[config.mk]
export PLATFORM = sky130hd
export DESIGN_NAME = lpht_ctrl
export DESIGN_NICKNAME = d
export VERILOG_FILES = /design/src/design/linear_probe_hash_table_top_defines.svh /design/src/design/lpht_pkg.sv /design/src/design/lpht_ctrl.sv
export SDC_FILE = /design/constraint.sdc
export NUM_CORES = 1
export LEC_CHECK = 0
export BUFFER_PORTS_ARGS = -buffer_cell sky130_fd_sc_hd__clkbuf_2
export CORE_AREA = 5 5 42 44
export DETAILED_ROUTE_END_ITERATION = 8
export DIE_AREA = 0 0 47 49
export GPL_ROUTABILITY_DRIVEN = 0
export PLACE_DENSITY = 0.59
export SYNTH_ARGS = -nofsm -noshare
export SYNTH_HDL_FRONTEND = slang
export SYNTH_SLANG_ARGS = --single-unit
[constraint.sdc]
create_clock -name clock -period 1.1 [get_ports clock]
set_input_delay 0.055 -clock clock [delete_from_list [all_inputs] [get_ports clock]]
set_output_delay 0.055 -clock clock [all_outputs]
set_load 0.05 [all_outputs]
[src/design/linear_probe_hash_table_top_defines.svh]
// Assertion macros shared by the hash table RTL.
`ifndef LINEAR_PROBE_HASH_TABLE_TOP_DEFINES_SVH
`define LINEAR_PROBE_HASH_TABLE_TOP_DEFINES_SVH

// Same-cycle implication, checked outside reset.
`define LPHT_ASSERT_NOW(label, clk, rst, ante, cons, msg) \
   label: assert property (@(posedge clk) disable iff (rst) (ante) |-> (cons)) \
      else $error(msg);

// Next-cycle implication, checked outside reset.
`define LPHT_ASSERT_NEXT(label, clk, rst, ante, cons, msg) \
   label: assert property (@(posedge clk) disable iff (rst) (ante) |=> (cons)) \
      else $error(msg);

`endif

[src/design/lpht_pkg.sv]
// Shared types and constants of the linear probing hash table.
`timescale 1ns / 1ps
`default_nettype none

package lpht_pkg;

   localparam int TABLE_SIZE_DEF = 64;
   localparam int KEY_BYTES_DEF  = 8;
   localparam int VALUE_BITS_DEF = 32;

   // Q0.32 golden ratio fraction and per-byte multiplier of the string hash
   localparam logic [31:0] GOLDEN_Q32 = 32'h9E3779B9;
   localparam logic [31:0] HASH_MUL   = 32'd37;

   // Operation codes
   localparam logic [1:0] FUNC_PUT    = 2'd0;
   localparam logic [1:0] FUNC_GET    = 2'd1;
   localparam logic [1:0] FUNC_REMOVE = 2'd2;
   localparam logic [1:0] FUNC_NONE   = 2'd3;

   // What the slot state memory is written with
   typedef enum logic [1:0] {
      STW_CLEAR,
      STW_FILL,
      STW_KILL
   } stw_type;

   typedef struct packed {
      logic present;
      logic tomb;
   } slot_state_type;

   typedef struct packed {
      logic    load;
      logic    hash_step;
      logic    hash_final;
      logic    set_home;
      logic    advance;
      logic    status_we;
      stw_type status_sel;
      logic    entry_we;
      logic    res_hit;
      logic    rsp_load;
   } cmd_type;

   typedef struct packed {
      logic [1:0] func;
      logic       hash_done;
      logic       present;
      logic       tomb;
      logic       key_match;
      logic       probe_last;
      logic       clear_last;
   } stat_type;

endpackage

`default_nettype wire

[src/design/lpht_ctrl.sv]
// Controller state machine: sequences clearing, hashing, probing and result transfer.
`timescale 1ns / 1ps
`default_nettype none

module lpht_ctrl (
   input  logic               clock,
   input  logic               reset,
   input  logic               req_valid,
   output logic               req_ready,
   output logic               rsp_valid,
   input  logic               rsp_ready,
   input  lpht_pkg::stat_type stat,
   output lpht_pkg::cmd_type  cmd
);

   typedef enum logic [2:0] {
      ST_CLEAR,
      ST_IDLE,
      ST_HASH,
      ST_FINAL,
      ST_HOME,
      ST_READ,
      ST_CHECK,
      ST_DONE
   } state_type;

   state_type state_ff, state_in;
   logic      rsp_valid_ff, rsp_valid_in;

   always_comb begin
      cmd          = '0;
      state_in     = state_ff;
      rsp_valid_in = rsp_valid_ff && !rsp_ready;
      case (state_ff)
         ST_CLEAR: begin
            cmd.status_we  = 1'b1;
            cmd.status_sel = lpht_pkg::STW_CLEAR;
            cmd.advance    = 1'b1;
            if (stat.clear_last) begin
               state_in = ST_IDLE;
            end
         end
         ST_IDLE: begin
            if (req_valid) begin
               cmd.load = 1'b1;
               state_in = ST_HASH;
            end
         end
         ST_HASH: begin
            if (stat.func == lpht_pkg::FUNC_NONE) begin
               state_in = ST_DONE;
            end else if (stat.hash_done) begin
               state_in = ST_FINAL;
            end else begin
               cmd.hash_step = 1'b1;
            end
         end
         ST_FINAL: begin
            cmd.hash_final = 1'b1;
            state_in       = ST_HOME;
         end
         ST_HOME: begin
            cmd.set_home = 1'b1;
            state_in     = ST_READ;
         end
         ST_READ: begin
            state_in = ST_CHECK;
         end
         ST_CHECK: begin
            if (stat.func == lpht_pkg::FUNC_PUT) begin
               if (!stat.present) begin
                  cmd.status_we  = 1'b1;
                  cmd.status_sel = lpht_pkg::STW_FILL;
                  cmd.entry_we   = 1'b1;
                  cmd.res_hit    = 1'b1;
                  state_in       = ST_DONE;
               end else if (stat.probe_last) begin
                  state_in = ST_DONE;
               end else begin
                  cmd.advance = 1'b1;
                  state_in    = ST_READ;
               end
            end else begin
               if (!stat.present && !stat.tomb) begin
                  state_in = ST_DONE;
               end else if (stat.present && stat.key_match) begin
                  cmd.res_hit = 1'b1;
                  if (stat.func == lpht_pkg::FUNC_REMOVE) begin
                     cmd.status_we  = 1'b1;
                     cmd.status_sel = lpht_pkg::STW_KILL;
                  end
                  state_in = ST_DONE;
               end else if (stat.probe_last) begin
                  state_in = ST_DONE;
               end else begin
                  cmd.advance = 1'b1;
                  state_in    = ST_READ;
               end
            end
         end
         ST_DONE: begin
            if (!rsp_valid_ff || rsp_ready) begin
               cmd.rsp_load = 1'b1;
               rsp_valid_in = 1'b1;
               state_in     = ST_IDLE;
            end
         end
         default: begin
            state_in = ST_CLEAR;
         end
      endcase
   end

   always_ff @(posedge clock) begin
      if (reset) begin
         state_ff     <= ST_CLEAR;
         rsp_valid_ff <= 1'b0;
      end else begin
         state_ff     <= state_in;
         rsp_valid_ff <= rsp_valid_in;
      end
   end

   assign req_ready = (state_ff == ST_IDLE);
   assign rsp_valid = rsp_valid_ff;

endmodule

`default_nettype wire

=== Word level (Yosys, flattened, before mapping) ===
Cells that the tools add are included.

* Add/subtract/negate cells: 0
* Multipliers: 0
* Divide/modulo/power cells: 0
* Order comparisons: 0
* Equality and inequality tests: 13
* Shifts and indexed selects: 0
* Multiplexer cells: 36
* Bitwise logic cells: 0
* Reductions and logical operators: 11

{| class="wikitable"
|+ Operator list
! kind !! number
|-
| $mux 3 || 10
|-
| $pmux 3 s8 || 1
|-
| $mux 1 || 18
|-
| $eq 3x3->1 const B || 4
|-
| $mux 4 || 2
|-
| $pmux 4 s2 || 1
|-
| $eq 3x2->1 const B || 2
|-
| $mux 2 || 3
|-
| $ne 2x2->1 const B || 3
|-
| $mux 5 || 1
|-
| $eq 2x2->1 const B || 2
|-
| $logic_not 1->1 || 4
|-
| $reduce_and 4->1 || 1
|-
| $eq 3x1->1 const B || 1
|-
| $logic_and 1x1->1 || 3
|-
| $logic_not 3->1 || 1
|-
| $ne 3x3->1 const B || 1
|-
| $logic_not 2->1 || 1
|-
| $logic_or 1x1->1 || 1
|}

* Bits in registers: 4
* Bits in latches: 0
* Memory bits (writable): 0
* ROM bits: 0
* Input bits: 12
* Output and inout port bits: 13
* Memories: 0

=== Longest topological paths before layout ===
Gate-level depths: netlist of run 1.

* Depth after elaboration: 6
* Mapped depth: 4
* Depth with buffers taken out: 3

=== Worst setup path before layout of run 1 ===
OpenSTA, ideal clock, no wires.

* Path type: register to output
* Start: reg state_ff[1]
* End: out cmd[3] (netlist bit)
* Arrival: 2578 ps
* Slack: -1533 ps
* Cell stages (with the launch flop): 5
* Path buffers: 2
* Cells stage by stage: dfxtp_1 buf_6 nand2_1 nor4_1 buf_4

{| class="wikitable"
|+ RTL lines
! what !! line !! RTL
|-
| from (decl) || lpht_ctrl.sv:27 || <nowiki>state_type state_ff, state_in;</nowiki>
|-
| from (signal assigned) || lpht_ctrl.sv:119 || <nowiki>state_ff <= state_in;</nowiki>
|-
| to (decl) || lpht_ctrl.sv:13 || <nowiki>output lpht_pkg::cmd_type cmd</nowiki>
|}

==> results.env, run 1 <==
COMB_POWER_SHARE=0.594
FINALSETUPVIOLCOUNT=15
SEQ_AREA_FRAC_SYNTH=0.213
POWER_PER_CELL_AREA_nW_PER_UM2=869
CLK_PIN_SLEW_WORST_PATHS_NS=0.04
FINAL_CELL_AREA_UM2=1080
OUTCOME='finished, violations left'
PATH_CELLS='or2_4, nor2_4, and2_4, clkbuf_16'
GRT-BUSIEST-LAYER='met2'
R2R_START='state_ff[1]$_SDFFE_PP0P_'
CTS_TREE='built'
CTS_MAX_LEVEL=1
R2R_END='state_ff[1]$_SDFFE_PP0P_'
P_SW_FRAC=0.407
FAILING_CHECKS='setup timing'
FILLCELLCOUNT=80
R2R_CELLS=5
GRTUSAGEMET3=0.0480
DRCVIOLATIONCOUNT=0
MET2_ROUTING_RESOURCE_USAGE_AFTER_GLOBAL_ROUTING=0.213
SYNTH_EDF_COUNT=0
TRITONCTS.NUM_BUFFERS=3
HPWL_REPORTED_AT_THE_END_OF_DETAILED_PLACEMENT_MM=1.11
SETUP.WORST_PATH.CLASS='register to primary output'
CRITPATHCAPTURETYPE='primary output'
FIRST_GLOBAL_VIAS=570
GR-USAGE-ALL-LAYERS=0.153
SYNTH-SEQ-CELLS=4
PIN_COUNT=25
CTS_ROOT_BUFFER='sky130_fd_sc_hd__clkbuf_4'
CRIT_ARRIVAL_NS=1.34
DRV_SLEW=0
GRT_MAX_DEGREE=9
WORST_SETUP_PATH_START_KIND='register'
REQUIRED_NS=1.04
ANTENNA_CELLS=0
POST-ROUTE-MIN-PERIOD_NS=1.40
FINALCLOCKSKEW_NS=0.00400
POST-SYNTH-TOP-AREA-CELL='sky130_fd_sc_hd__dfxtp_1'
SYN_AREA_PER_CELL_UM2=7.51
SYNTHTOPCELLSBYAREA='sky130_fd_sc_hd__dfxtp_1 (21%), sky130_fd_sc_hd__a21oi_1 (6.7%), sky130_fd_sc_hd__buf_6 (6.0%), sky130_fd_sc_hd__nor4_1 (5.0%), sky130_fd_sc_hd__nand3_1 (4.0%)'
SYN_NETS=62
WORST-SLEW-PIN-TRANSITION_NS=0.452
START_UTIL=0.268
YOSYSTOPAREACELLSHARE=0.213
SYNTH.CELL_AREA_UM2=375
FRACTION_OF_POWER_CONSUMED_BY_THE_CLOCK_NETWORK=0.211
FLOORPLAN.ROWS=14
POWER.TOTAL_W=0.000939
MET1_DEMAND_TO_CAPACITY_SHARE_IN_GLOBAL_ROUTING=0.199
ANTENNA_VIOLATIONS_BEFORE_REPAIR=0
SYNTHMOSTINSTANTIATEDCELL='sky130_fd_sc_hd__a21oi_1'
INSERTION_DELAY_NS=0.24
DESIGN.CORE.AREA_UM2=1400
HOLD_VIOLATIONS=0
P_INT_W=0.000556
POWER.SHARE.SEQUENTIAL=0.195
GR-TOTAL-OVERFLOW=0
CTS_HOLD_BUFFERS=0
DIEHEIGHT_UM=49
FRACTION_OF_LAYOUT_INSTANCES_USING_A_DRIVE_STRENGTH_ABOVE_1=0.770
TIMING.FINAL.CRIT_SHARE=1.27
FP.DIEAREA_UM2=2300
ROUTED_WIRE_LENGTH_PER_INSTANCE_UM=14.9
SYNTH_TOP_FLOP_CELL='sky130_fd_sc_hd__dfxtp_1'
CRITICAL_PATH.SLOWEST_CELL='sky130_fd_sc_hd__dfxtp_4'
GRT_FIRST_PASS_WIRELENGTH_MM=2.63
DRT-VIAS-PER-INSTANCE=5.17
DIE_W_UM=47
CRIT_PATH_MAX_CELL_DELAY_NS=0.37
ASYNC_FLOP_SHARE=0
PLACEMENT.IO_BUFFERS=24
FINALWIRELENGTH_MM=1.73
TIMING.HOLD.WS_NS=0.0458
FIN_NETS=114
SYNTHTOPCELLSBYCOUNT='sky130_fd_sc_hd__a21oi_1 (5), sky130_fd_sc_hd__dfxtp_1 (4), sky130_fd_sc_hd__nor2_1 (4)'
VIAS=600
CRITPATHMAXFANOUT=4
TRITONCTS_NUM_SINKS=4
SYN-INSTANCE-COUNT=50
IR_DROP_mV=0.606
CRITICAL_PATH.STARTPOINT='state_ff[2]$_SDFFE_PP0P_'
SWITCHINGPOWER_W=0.000383
BUFFER_DEPTH_OF_THE_LONGEST_CLOCK_PATH=2
CRIT_END='cmd[10]'
TIMING.SLEW.HEADROOM=0.698
FIRSTDRTPASSITERS=4
TIMING.FINAL.WS_SETUP_NS=-0.299
R2R_SLACK_NS=-0.16
AREA_GROWTH_SYN_TO_LAYOUT_PCT=188
CELLLEAKAGEPOWER_nW=0.448
GRT_SETUP_UNREPAIRED='true'
DETAILED_PLACE.AREA_UM2=808
YOSYS_WARNINGS=0
POST_SYNTH_NUM_CELL_TYPES=27
HOLD_PATH_CLASS='input pin to register'
POSTROUTEANTENNANETS=0
FMAX_MHz=715
NUMBER_OF_MAXIMUM_CAPACITANCE_VIOLATIONS=0
DRT_INITIAL_VIOLATIONS=6
[metrics by stage]
stage | std cells | utilization | setup WS, ns | setup TNS, ns
floorplan | 50 | - | -0.433 | -2.49
global placement | 104 | 0.577 | -0.209 | -1.50
detailed placement | 104 | 0.577 | -0.241 | -1.70
CTS | 110 | 0.691 | -0.271 | -2.80
global route | 116 | 0.771 | -0.361 | -4.14
finish | 116 | 0.771 | -0.299 | -3.11
[kinds of logic (layout without fill, tap and decap cells)]
| group | count (synthesis) | in the layout | share of synthesized area |
|---|---|---|---|
| flops | 4 | 4 | 0.213 |
| simple gates | 25 | 25 | 0.400 |
| compound gates | 14 | 14 | 0.257 |
| buf+inv | 7 | 57 | 0.130 |
[layer usage]
layer / share of wire / routed length (um)
met5: 0 / 0
met1: 0.37 / 648
met2: 0.54 / 932
met3: 0.049 / 85
met4: 0.039 / 68
[worst min-delay path by stage]
stage	from	end	slack, ns	depth (start not counted)
2_1_floorplan	reset	rsp_valid$_SDFF_PP0_	0.12	1
3_3_place_gp	reset	rsp_valid$_SDFF_PP0_	0.29	2
3_5_place_dp	reset	rsp_valid$_SDFF_PP0_	0.29	2
4_1_cts	reset	rsp_valid$_SDFF_PP0_	0.04	2
5_1_grt	reset	rsp_valid$_SDFF_PP0_	0.04	2
6_report	reset	rsp_valid$_SDFF_PP0_	0.05	2
[timing repair]
| action | 4_1_cts | 5_1_grt |
|---|---|---|
| buffers inserted | 3 | 6 |
| setup endpoints to repair | 16 | 15 |
| gates resized for setup | 27 | 18 |
| endpoints found under the hold margin | 0 | 0 |
| pin swaps | 7 | 6 |
[power groups by stage]
stage	Sequential [W]	Clock, W	Combinational [W]
floorplan	0.000170	0	0.000269
finish	0.000184	0.000198	0.000558
global placement	0.000180	0	0.000408
detailed placement	0.000181	0	0.000412
CTS	0.000181	0.000194	0.000475
global route	0.000185	0.000227	0.000585
[flip-flops by register name, summed over array words and instances (netlist names)]
register,cells
state_ff,3
rsp_valid,1
[worst max-delay path: cells and delay by family (launching register included)]
kind / cells / cell delay (ns)
flops: 1 / 0.37
buf+inv: 1 / 0.15
simple gates: 3 / 0.58
[cells in the final DEF, fill, tap and decap left out, types with 2 or more instances in the layout]
master                     netlist  layout
sky130_fd_sc_hd__buf_4           2      17
sky130_fd_sc_hd__clkbuf_2        0      12
sky130_fd_sc_hd__buf_6           2       8
sky130_fd_sc_hd__buf_8           0       5
sky130_fd_sc_hd__buf_12          0       5
sky130_fd_sc_hd__nor2_4          1       3
sky130_fd_sc_hd__nor4_4          0       3
sky130_fd_sc_hd__a21oi_1         5       3
sky130_fd_sc_hd__clkbuf_4        0       3
sky130_fd_sc_hd__clkbuf_8        0       3
sky130_fd_sc_hd__dfxtp_4         0       3
sky130_fd_sc_hd__nor3_1          3       2
sky130_fd_sc_hd__nor2_1          4       2
sky130_fd_sc_hd__nand3_1         3       2
sky130_fd_sc_hd__a21oi_4         0       2
sky130_fd_sc_hd__inv_1           3       2
sky130_fd_sc_hd__o21ai_0         2       2
sky130_fd_sc_hd__nand2_1         3       2
[final cells by class]
cell class                      count  area (um^2)  area share
Timing Repair Buffer               51          519       0.480
Multi-Input combinational cell     39          415       0.384
Sequential cell                     4         92.6      0.0856
Clock buffer                        3         22.5      0.0208
Tap cell                           16         20.0      0.0185
Inverter                            3         11.3      0.0104
Power figures use the tool's default switching activity.
==> inputs of run 2 (changes only) <==
--- a/config.mk
+++ b/config.mk
@@ -5,12 +5,13 @@
 export SDC_FILE = /design/constraint.sdc
 export NUM_CORES = 1
 export LEC_CHECK = 0
+export ABC_AREA = 1
 export BUFFER_PORTS_ARGS = -buffer_cell sky130_fd_sc_hd__clkbuf_2
-export CORE_AREA = 5 5 42 44
+export CORE_AREA = 2 2 39 41
 export DETAILED_ROUTE_END_ITERATION = 8
-export DIE_AREA = 0 0 47 49
+export DIE_AREA = 0 0 41 43
 export GPL_ROUTABILITY_DRIVEN = 0
-export PLACE_DENSITY = 0.59
+export PLACE_DENSITY = 0.62
 export SYNTH_ARGS = -nofsm -noshare
 export SYNTH_HDL_FRONTEND = slang
 export SYNTH_SLANG_ARGS = --single-unit
==> results.env, run 2 <==
SYN_NETS=86
CRITICAL_PATH.SLOWEST_CELL='sky130_fd_sc_hd__dfxtp_4'
FIRST_GLOBAL_VIAS=655
VIAS=656
TIMING.SLEW.HEADROOM=0.760
POWER_PER_CELL_AREA_nW_PER_UM2=2650
TIMING.FINAL.WS_SETUP_NS=-0.304
COMB_POWER_SHARE=0.818
FMAX_MHz=712
FLOORPLAN.ROWS=14
PLACEMENT.IO_BUFFERS=24
DESIGN.CORE.AREA_UM2=1380
HOLD_PATH_CLASS='input pin to register'
POST-SYNTH-TOP-AREA-CELL='sky130_fd_sc_hd__dfxtp_1'
PATH_COMMON_CELL='sky130_fd_sc_hd__inv_4'
TRITONCTS_NUM_SINKS=4
DRV_SLEW=0
GR-TOTAL-OVERFLOW=0
YOSYS_WARNINGS=0
CTS_HOLD_BUFFERS=0
CRIT_ARRIVAL_NS=1.35
CLK_PIN_SLEW_WORST_PATHS_NS=0.04
HPWL_REPORTED_AT_THE_END_OF_DETAILED_PLACEMENT_UM=979
TRITONCTS.NUM_BUFFERS=3
MOSTFREQUENTLAYOUTCELLS='sky130_fd_sc_hd__buf_4 (14), sky130_fd_sc_hd__nand2_1 (13), sky130_fd_sc_hd__clkbuf_2 (12)'
SYN_AREA_PER_CELL_UM2=5.55
REQUIRED_NS=1.04
SYNTHTOPCELLSBYCOUNT='sky130_fd_sc_hd__nand2_1 (19), sky130_fd_sc_hd__inv_1 (12), sky130_fd_sc_hd__nor2_1 (10)'
POWER.SHARE.SEQUENTIAL=0.119
CELLLEAKAGEPOWER_nW=0.518
SYNTH_TOP_FLOP_CELL='sky130_fd_sc_hd__dfxtp_1'
OUTCOME='finished, violations left'
DRT-VIAS-PER-INSTANCE=4.79
FINALSETUPVIOLCOUNT=15
DIE_W_UM=41
FAILING_CHECKS='setup timing'
WORST_SETUP_PATH_START_KIND='register'
SYNTH_EDF_COUNT=0
ASYNC_FLOP_SHARE=0
P_INT_W=0.00138
FINAL_CELL_AREA_UM2=1070
FINALWIRELENGTH_MM=1.97
FP.DIEAREA_UM2=1760
START_UTIL=0.297
ROUTED_WIRE_LENGTH_PER_INSTANCE_UM=14.4
POST-ROUTE-MIN-PERIOD_NS=1.40
PIN_COUNT=25
FINALCLOCKSKEW_NS=0.00438
POWER.TOTAL_W=0.00284
SYNTH.CELL_AREA_UM2=410
CTS_MAX_LEVEL=1
YOSYSTOPAREACELLSHARE=0.195
POSTROUTEANTENNANETS=0
INSERTION_DELAY_NS=0.23
CRITPATHMAXFANOUT=4
CRITPATHCAPTURETYPE='primary output'
SYNTHTOPCELLSBYAREA='sky130_fd_sc_hd__dfxtp_1 (20%), sky130_fd_sc_hd__nand2_1 (17%), sky130_fd_sc_hd__inv_1 (11%), sky130_fd_sc_hd__nor2_1 (9.1%), sky130_fd_sc_hd__o21ai_0 (6.1%)'
HOLD_VIOLATIONS=0
FRACTION_OF_POWER_CONSUMED_BY_THE_CLOCK_NETWORK=0.063
BUFFER_DEPTH_OF_THE_LONGEST_CLOCK_PATH=2
FIN_NETS=135
SYNTHMOSTINSTANTIATEDCELL='sky130_fd_sc_hd__nand2_1'
CTS_ROOT_BUFFER='sky130_fd_sc_hd__clkbuf_4'
GRT_SETUP_UNREPAIRED='true'
DPL.CELL_COUNT=122
MOST_FREQUENT_STANDARD_CELL_IN_THE_LAYOUT_EXCLUDING_FILL_AND_TAP_CELLS='sky130_fd_sc_hd__buf_4'
FIRSTDRTPASSITERS=6
CTS_TREE='built'
CRIT_PATH_MAX_CELL_DELAY_NS=0.36
TIMING.HOLD.WS_NS=0.0121
GRT_MAX_DEGREE=8
DETAILED_PLACE.AREA_UM2=674
ANTENNA_CELLS=0
AREA_GROWTH_SYN_TO_LAYOUT_PCT=162
IR_DROP_mV=1.26
GR-USAGE-ALL-LAYERS=0.242
CP_NUM_BUF_INV=3
LARGEST_REG_FLOPS=3
R2R_SLACK_NS=-0.20
TIMING.CRITICAL_PATH.MAX_DELAY_FAMILY='simple AND/OR/NAND/NOR gates'
PATH_CELLS='inv_4, nand2_4, inv_4, nand2_8, nor3_4, nand3b_1, buf_8'
WORST-SLEW-PIN-TRANSITION_NS=0.357
TIMING.FINAL.CRIT_SHARE=1.28
SYN-INSTANCE-COUNT=74
DRCVIOLATIONCOUNT=0
REGISTER_NAME_WITH_THE_MOST_FLOPS='state_ff'
POST_SYNTH_NUM_CELL_TYPES=17
SWITCHINGPOWER_W=0.00147
DRT_INITIAL_VIOLATIONS=7
FINAL-INSTANCE-COUNT-EXCL-FILL=137
SETUP.WORST_PATH.CLASS='register to primary output'
ANTENNA_VIOLATIONS_BEFORE_REPAIR=0
P_SW_FRAC=0.516
NUMBER_OF_MAXIMUM_CAPACITANCE_VIOLATIONS=0
FRACTION_OF_LAYOUT_INSTANCES_USING_A_DRIVE_STRENGTH_ABOVE_1=0.719
DIEHEIGHT_UM=43
SEQ_AREA_FRAC_SYNTH=0.195
GRT_FIRST_PASS_WIRELENGTH_MM=2.91
FILLCELLCOUNT=82
SYNTH-SEQ-CELLS=4
run 2: cell count changes after synthesis, moves of 3 or more:
cell                      delta
sky130_fd_sc_hd__inv_1       +9
sky130_fd_sc_hd__nand2_1    +16
sky130_fd_sc_hd__nor2_1      +6
sky130_fd_sc_hd__nor2_2      +3
sky130_fd_sc_hd__nor4_1      -3
sky130_fd_sc_hd__o21ai_0     +3
run 2: final cells by class:
class	instances	area (um^2)	share of cell area
timing repair buffer	46	465	0.434
multi-input combinational	54	409	0.381
sequential	4	92.6	0.0862
inverter	14	63.8	0.0594
clock buffer	3	22.5	0.0210
tap	16	20.0	0.0186
run 2: stage by stage:
stage               setup TNS [ns]  utilization  setup slack [ns]
detailed placement          -0.586        0.487            -0.115
floorplan                    -1.80            -            -0.499
global placement            -0.480        0.487           -0.0911
CTS                          -2.46        0.735            -0.227
global route                 -3.82        0.776            -0.355
finish                       -3.04        0.776            -0.304
run 2: path summary, 6_finish.rpt:
kind	start	endpoint	cells after the start
min reg2reg	rsp_valid$_SDFF_PP0_	rsp_valid$_SDFF_PP0_	2
min	reset	state_ff[0]$_SDFFE_PP0P_	2
max reg2reg	state_ff[0]$_SDFFE_PP0P_	state_ff[2]$_SDFFE_PP0P_	10
max	state_ff[0]$_SDFFE_PP0P_	cmd[5]	7
run 2: power by group through the flow:
stage	combinational [W]	clock [W]	sequential (W)
6_report	0.00233	0.000180	0.000339
5_1_grt	0.00244	0.000202	0.000346
4_1_cts	0.00202	0.000179	0.000332
3_5_place_dp	0.00138	0	0.000311
3_3_place_gp	0.00137	0	0.000311
2_1_floorplan	0.000980	0	0.000293
run 2: timing repair:
item | CTS | global route
pin swaps | 11 | 5
buffers inserted | 9 | 3
endpoints found under the setup margin | 15 | 15
gates resized for setup | 59 | 12
run 2: metal layers:
layer  vias up  GRT usage  wire length [um]
met5         -          0                 0
met1       301      0.264               784
met3         6     0.0471                55
li1        327          -                 -
met4         0      0.100                58
met2        22      0.422              1070
run 2: cells by family (layout without fill, tap and decap cells):
group	count (synthesis)	after routing	synth area share
simple gates	43	43	0.488
compound gates	11	11	0.152
flops	4	4	0.195
buf+inv	16	63	0.165
==> inputs of run 3 (changes only) <==
--- a/config.mk
+++ b/config.mk
@@ -5,13 +5,12 @@
 export SDC_FILE = /design/constraint.sdc
 export NUM_CORES = 1
 export LEC_CHECK = 0
-export ABC_AREA = 1
 export BUFFER_PORTS_ARGS = -buffer_cell sky130_fd_sc_hd__clkbuf_2
 export CORE_AREA = 2 2 39 41
 export DETAILED_ROUTE_END_ITERATION = 8
 export DIE_AREA = 0 0 41 43
 export GPL_ROUTABILITY_DRIVEN = 0
-export PLACE_DENSITY = 0.62
+export PLACE_DENSITY = 0.59
 export SYNTH_ARGS = -nofsm -noshare
 export SYNTH_HDL_FRONTEND = slang
 export SYNTH_SLANG_ARGS = --single-unit
==> results.env, run 3 (synthesis results as in run 1) <==
CTS_TREE='built'
DRCVIOLATIONCOUNT=0
POWER_PER_CELL_AREA_nW_PER_UM2=864
FIRSTDRTPASSITERS=4
FIRST_GLOBAL_VIAS=562
R2R_END='state_ff[1]$_SDFFE_PP0P_'
WORST_SETUP_PATH_START_KIND='register'
MIN-DELAY-START='reset'
TIMING.FINAL.CRIT_SHARE=1.25
NUMBER_OF_MAXIMUM_CAPACITANCE_VIOLATIONS=0
CRITPATHMAXFANOUT=4
PIN_COUNT=25
START_UTIL=0.271
TRITONCTS_NUM_SINKS=4
FAILING_CHECKS='setup timing'
ROUTED_WIRE_LENGTH_PER_INSTANCE_UM=12.1
HOLD_PATH_CLASS='input pin to register'
DRT_INITIAL_VIOLATIONS=7
R2R_SLACK_NS=-0.17
HPWL_REPORTED_AT_THE_END_OF_DETAILED_PLACEMENT_UM=940
DETAILED_PLACE.AREA_UM2=726
FINAL_CELL_AREA_UM2=1020
CTS_ROOT_BUFFER='sky130_fd_sc_hd__clkbuf_4'
GRT_SETUP_UNREPAIRED='true'
POST-ROUTE-MIN-PERIOD_NS=1.37
MOSTFREQUENTLAYOUTCELLS='sky130_fd_sc_hd__buf_4 (15), sky130_fd_sc_hd__clkbuf_2 (12), sky130_fd_sc_hd__buf_6 (8)'
CELLLEAKAGEPOWER_nW=0.429
POWER.TOTAL_W=0.000880
FP.DIEAREA_UM2=1760
R2R_START='state_ff[2]$_SDFFE_PP0P_'
R2R_CELLS=5
DIE_W_UM=41
MULTI_INPUT_COMB_AREA_UM2=419
OUTCOME='finished, violations left'
FLOORPLAN.ROWS=14
ANTENNA_VIOLATIONS_BEFORE_REPAIR=0
VIAS=578
CRITPATHCAPTURETYPE='primary output'
POSTLAYOUTCOREUTIL=0.736
CRIT_ARRIVAL_NS=1.32
REGISTER_NAME_WITH_THE_MOST_FLOPS='state_ff'
CTS_HOLD_BUFFERS=0
HOLD_DEPTH=2
FMAX_MHz=728
FRACTION_OF_LAYOUT_INSTANCES_USING_A_DRIVE_STRENGTH_ABOVE_1=0.773
GR-USAGE-ALL-LAYERS=0.172
TIMING.FINAL.WS_SETUP_NS=-0.274
DRV_SLEW=0
PLACEMENT.IO_BUFFERS=24
INSERTION_DELAY_NS=0.25
AREA_GROWTH_SYN_TO_LAYOUT_PCT=171
DIEHEIGHT_UM=43
TIMING.SLEW.HEADROOM=0.717
FIN_NETS=111
ANTENNA_CELLS=0
TRITONCTS.NUM_BUFFERS=3
IR_DROP_mV=0.589
WORST-SLEW-PIN-TRANSITION_NS=0.423
BUFFER_DEPTH_OF_THE_LONGEST_CLOCK_PATH=2
FINALSETUPVIOLCOUNT=15
DRT-VIAS-PER-INSTANCE=5.12
CLK_PIN_SLEW_WORST_PATHS_NS=0.04
GR-TOTAL-OVERFLOW=0
FINALCLOCKSKEW_NS=0.00714
FILLCELLCOUNT=94
HOLD_VIOLATIONS=0
MOST_FREQUENT_STANDARD_CELL_IN_THE_LAYOUT_EXCLUDING_FILL_AND_TAP_CELLS='sky130_fd_sc_hd__buf_4'
SEQUENTIAL_CELL_AREA_UM2=92.6
DESIGN.CORE.AREA_UM2=1380
GRT_MAX_DEGREE=8
GRT_FIRST_PASS_WIRELENGTH_MM=2.14
FINALWIRELENGTH_MM=1.37
CTS_MAX_LEVEL=1
SETUP.WORST_PATH.CLASS='register to primary output'
WORST_HOLD_PATH.ENDPOINT='state_ff[2]$_SDFFE_PP0P_'
REQUIRED_NS=1.04
POSTROUTEANTENNANETS=0
LARGEST_REG_FLOPS=3
[run 3: changes by cell type in the layout (fill, tap and decap cells not counted), moves of 4 or more]
cell,before,now
sky130_fd_sc_hd__inv_1,7,3
sky130_fd_sc_hd__nand2_1,13,2
sky130_fd_sc_hd__nand2_2,4,0
sky130_fd_sc_hd__nor2_4,8,2
[run 3: per-layer routing]
metal  wire, um  vias up  GRT usage
met5          0        -          0
li1           -      283          -
met1        530      273      0.197
met2        772       22      0.291
met4          0        0     0.0533
met3         62        0     0.0471
[run 3: timing repair]
item	in CTS	in global routing
pin swaps	9	6
cloned	1	0
hold endpoints to repair	0	0
buffers inserted	4	3
endpoints found under the setup margin	15	14
resized for setup	43	13
[run 3: final cells by class]
type / instances / area share
repair buffers: 48 / 0.445
clock buffers: 3 / 0.0221
inverters: 3 / 0.0111
well taps: 16 / 0.0197
multi-input cells: 39 / 0.412
flip-flops and latches: 4 / 0.0909
[run 3: metrics by stage]
step                TNS [ns]  setup slack [ns]  hold WS (ns)  cells
finish                 -2.73            -0.274        0.0672    113
detailed placement     -2.18            -0.255         0.293    103
CTS                    -2.82            -0.270        0.0533    110
global placement       -1.99            -0.253         0.291    103
global route           -3.33            -0.311        0.0649    113
floorplan              -2.49            -0.433         0.117     50
[run 3: power by group]
group,internal [W],switching (W)
logic,0.000241,0.000265
registers,0.000156,0.0000242
clock network,0.000123,0.0000708
[run 3: critical path: stages, from the launching register on]
cell                        delay (ns)
sky130_fd_sc_hd__dfxtp_4          0.37
sky130_fd_sc_hd__or2_4            0.30
sky130_fd_sc_hd__nor2_4           0.10
sky130_fd_sc_hd__and2_4           0.15
sky130_fd_sc_hd__clkbuf_16        0.15
[run 3: worst max-delay path by stage]
stage	endpoint	from	slack, ns	cells past startpoint
floorplan	cmd[3]	state_ff[1]$_SDFFE_PP0P_	-0.43	4
global placement	cmd[6]	state_ff[2]$_SDFFE_PP0P_	-0.25	5
detailed placement	cmd[6]	state_ff[2]$_SDFFE_PP0P_	-0.26	5
CTS	cmd[6]	state_ff[0]$_SDFFE_PP0P_	-0.27	4
global route	cmd[9]	state_ff[0]$_SDFFE_PP0P_	-0.31	3
finish	cmd[10]	state_ff[2]$_SDFFE_PP0P_	-0.27	4
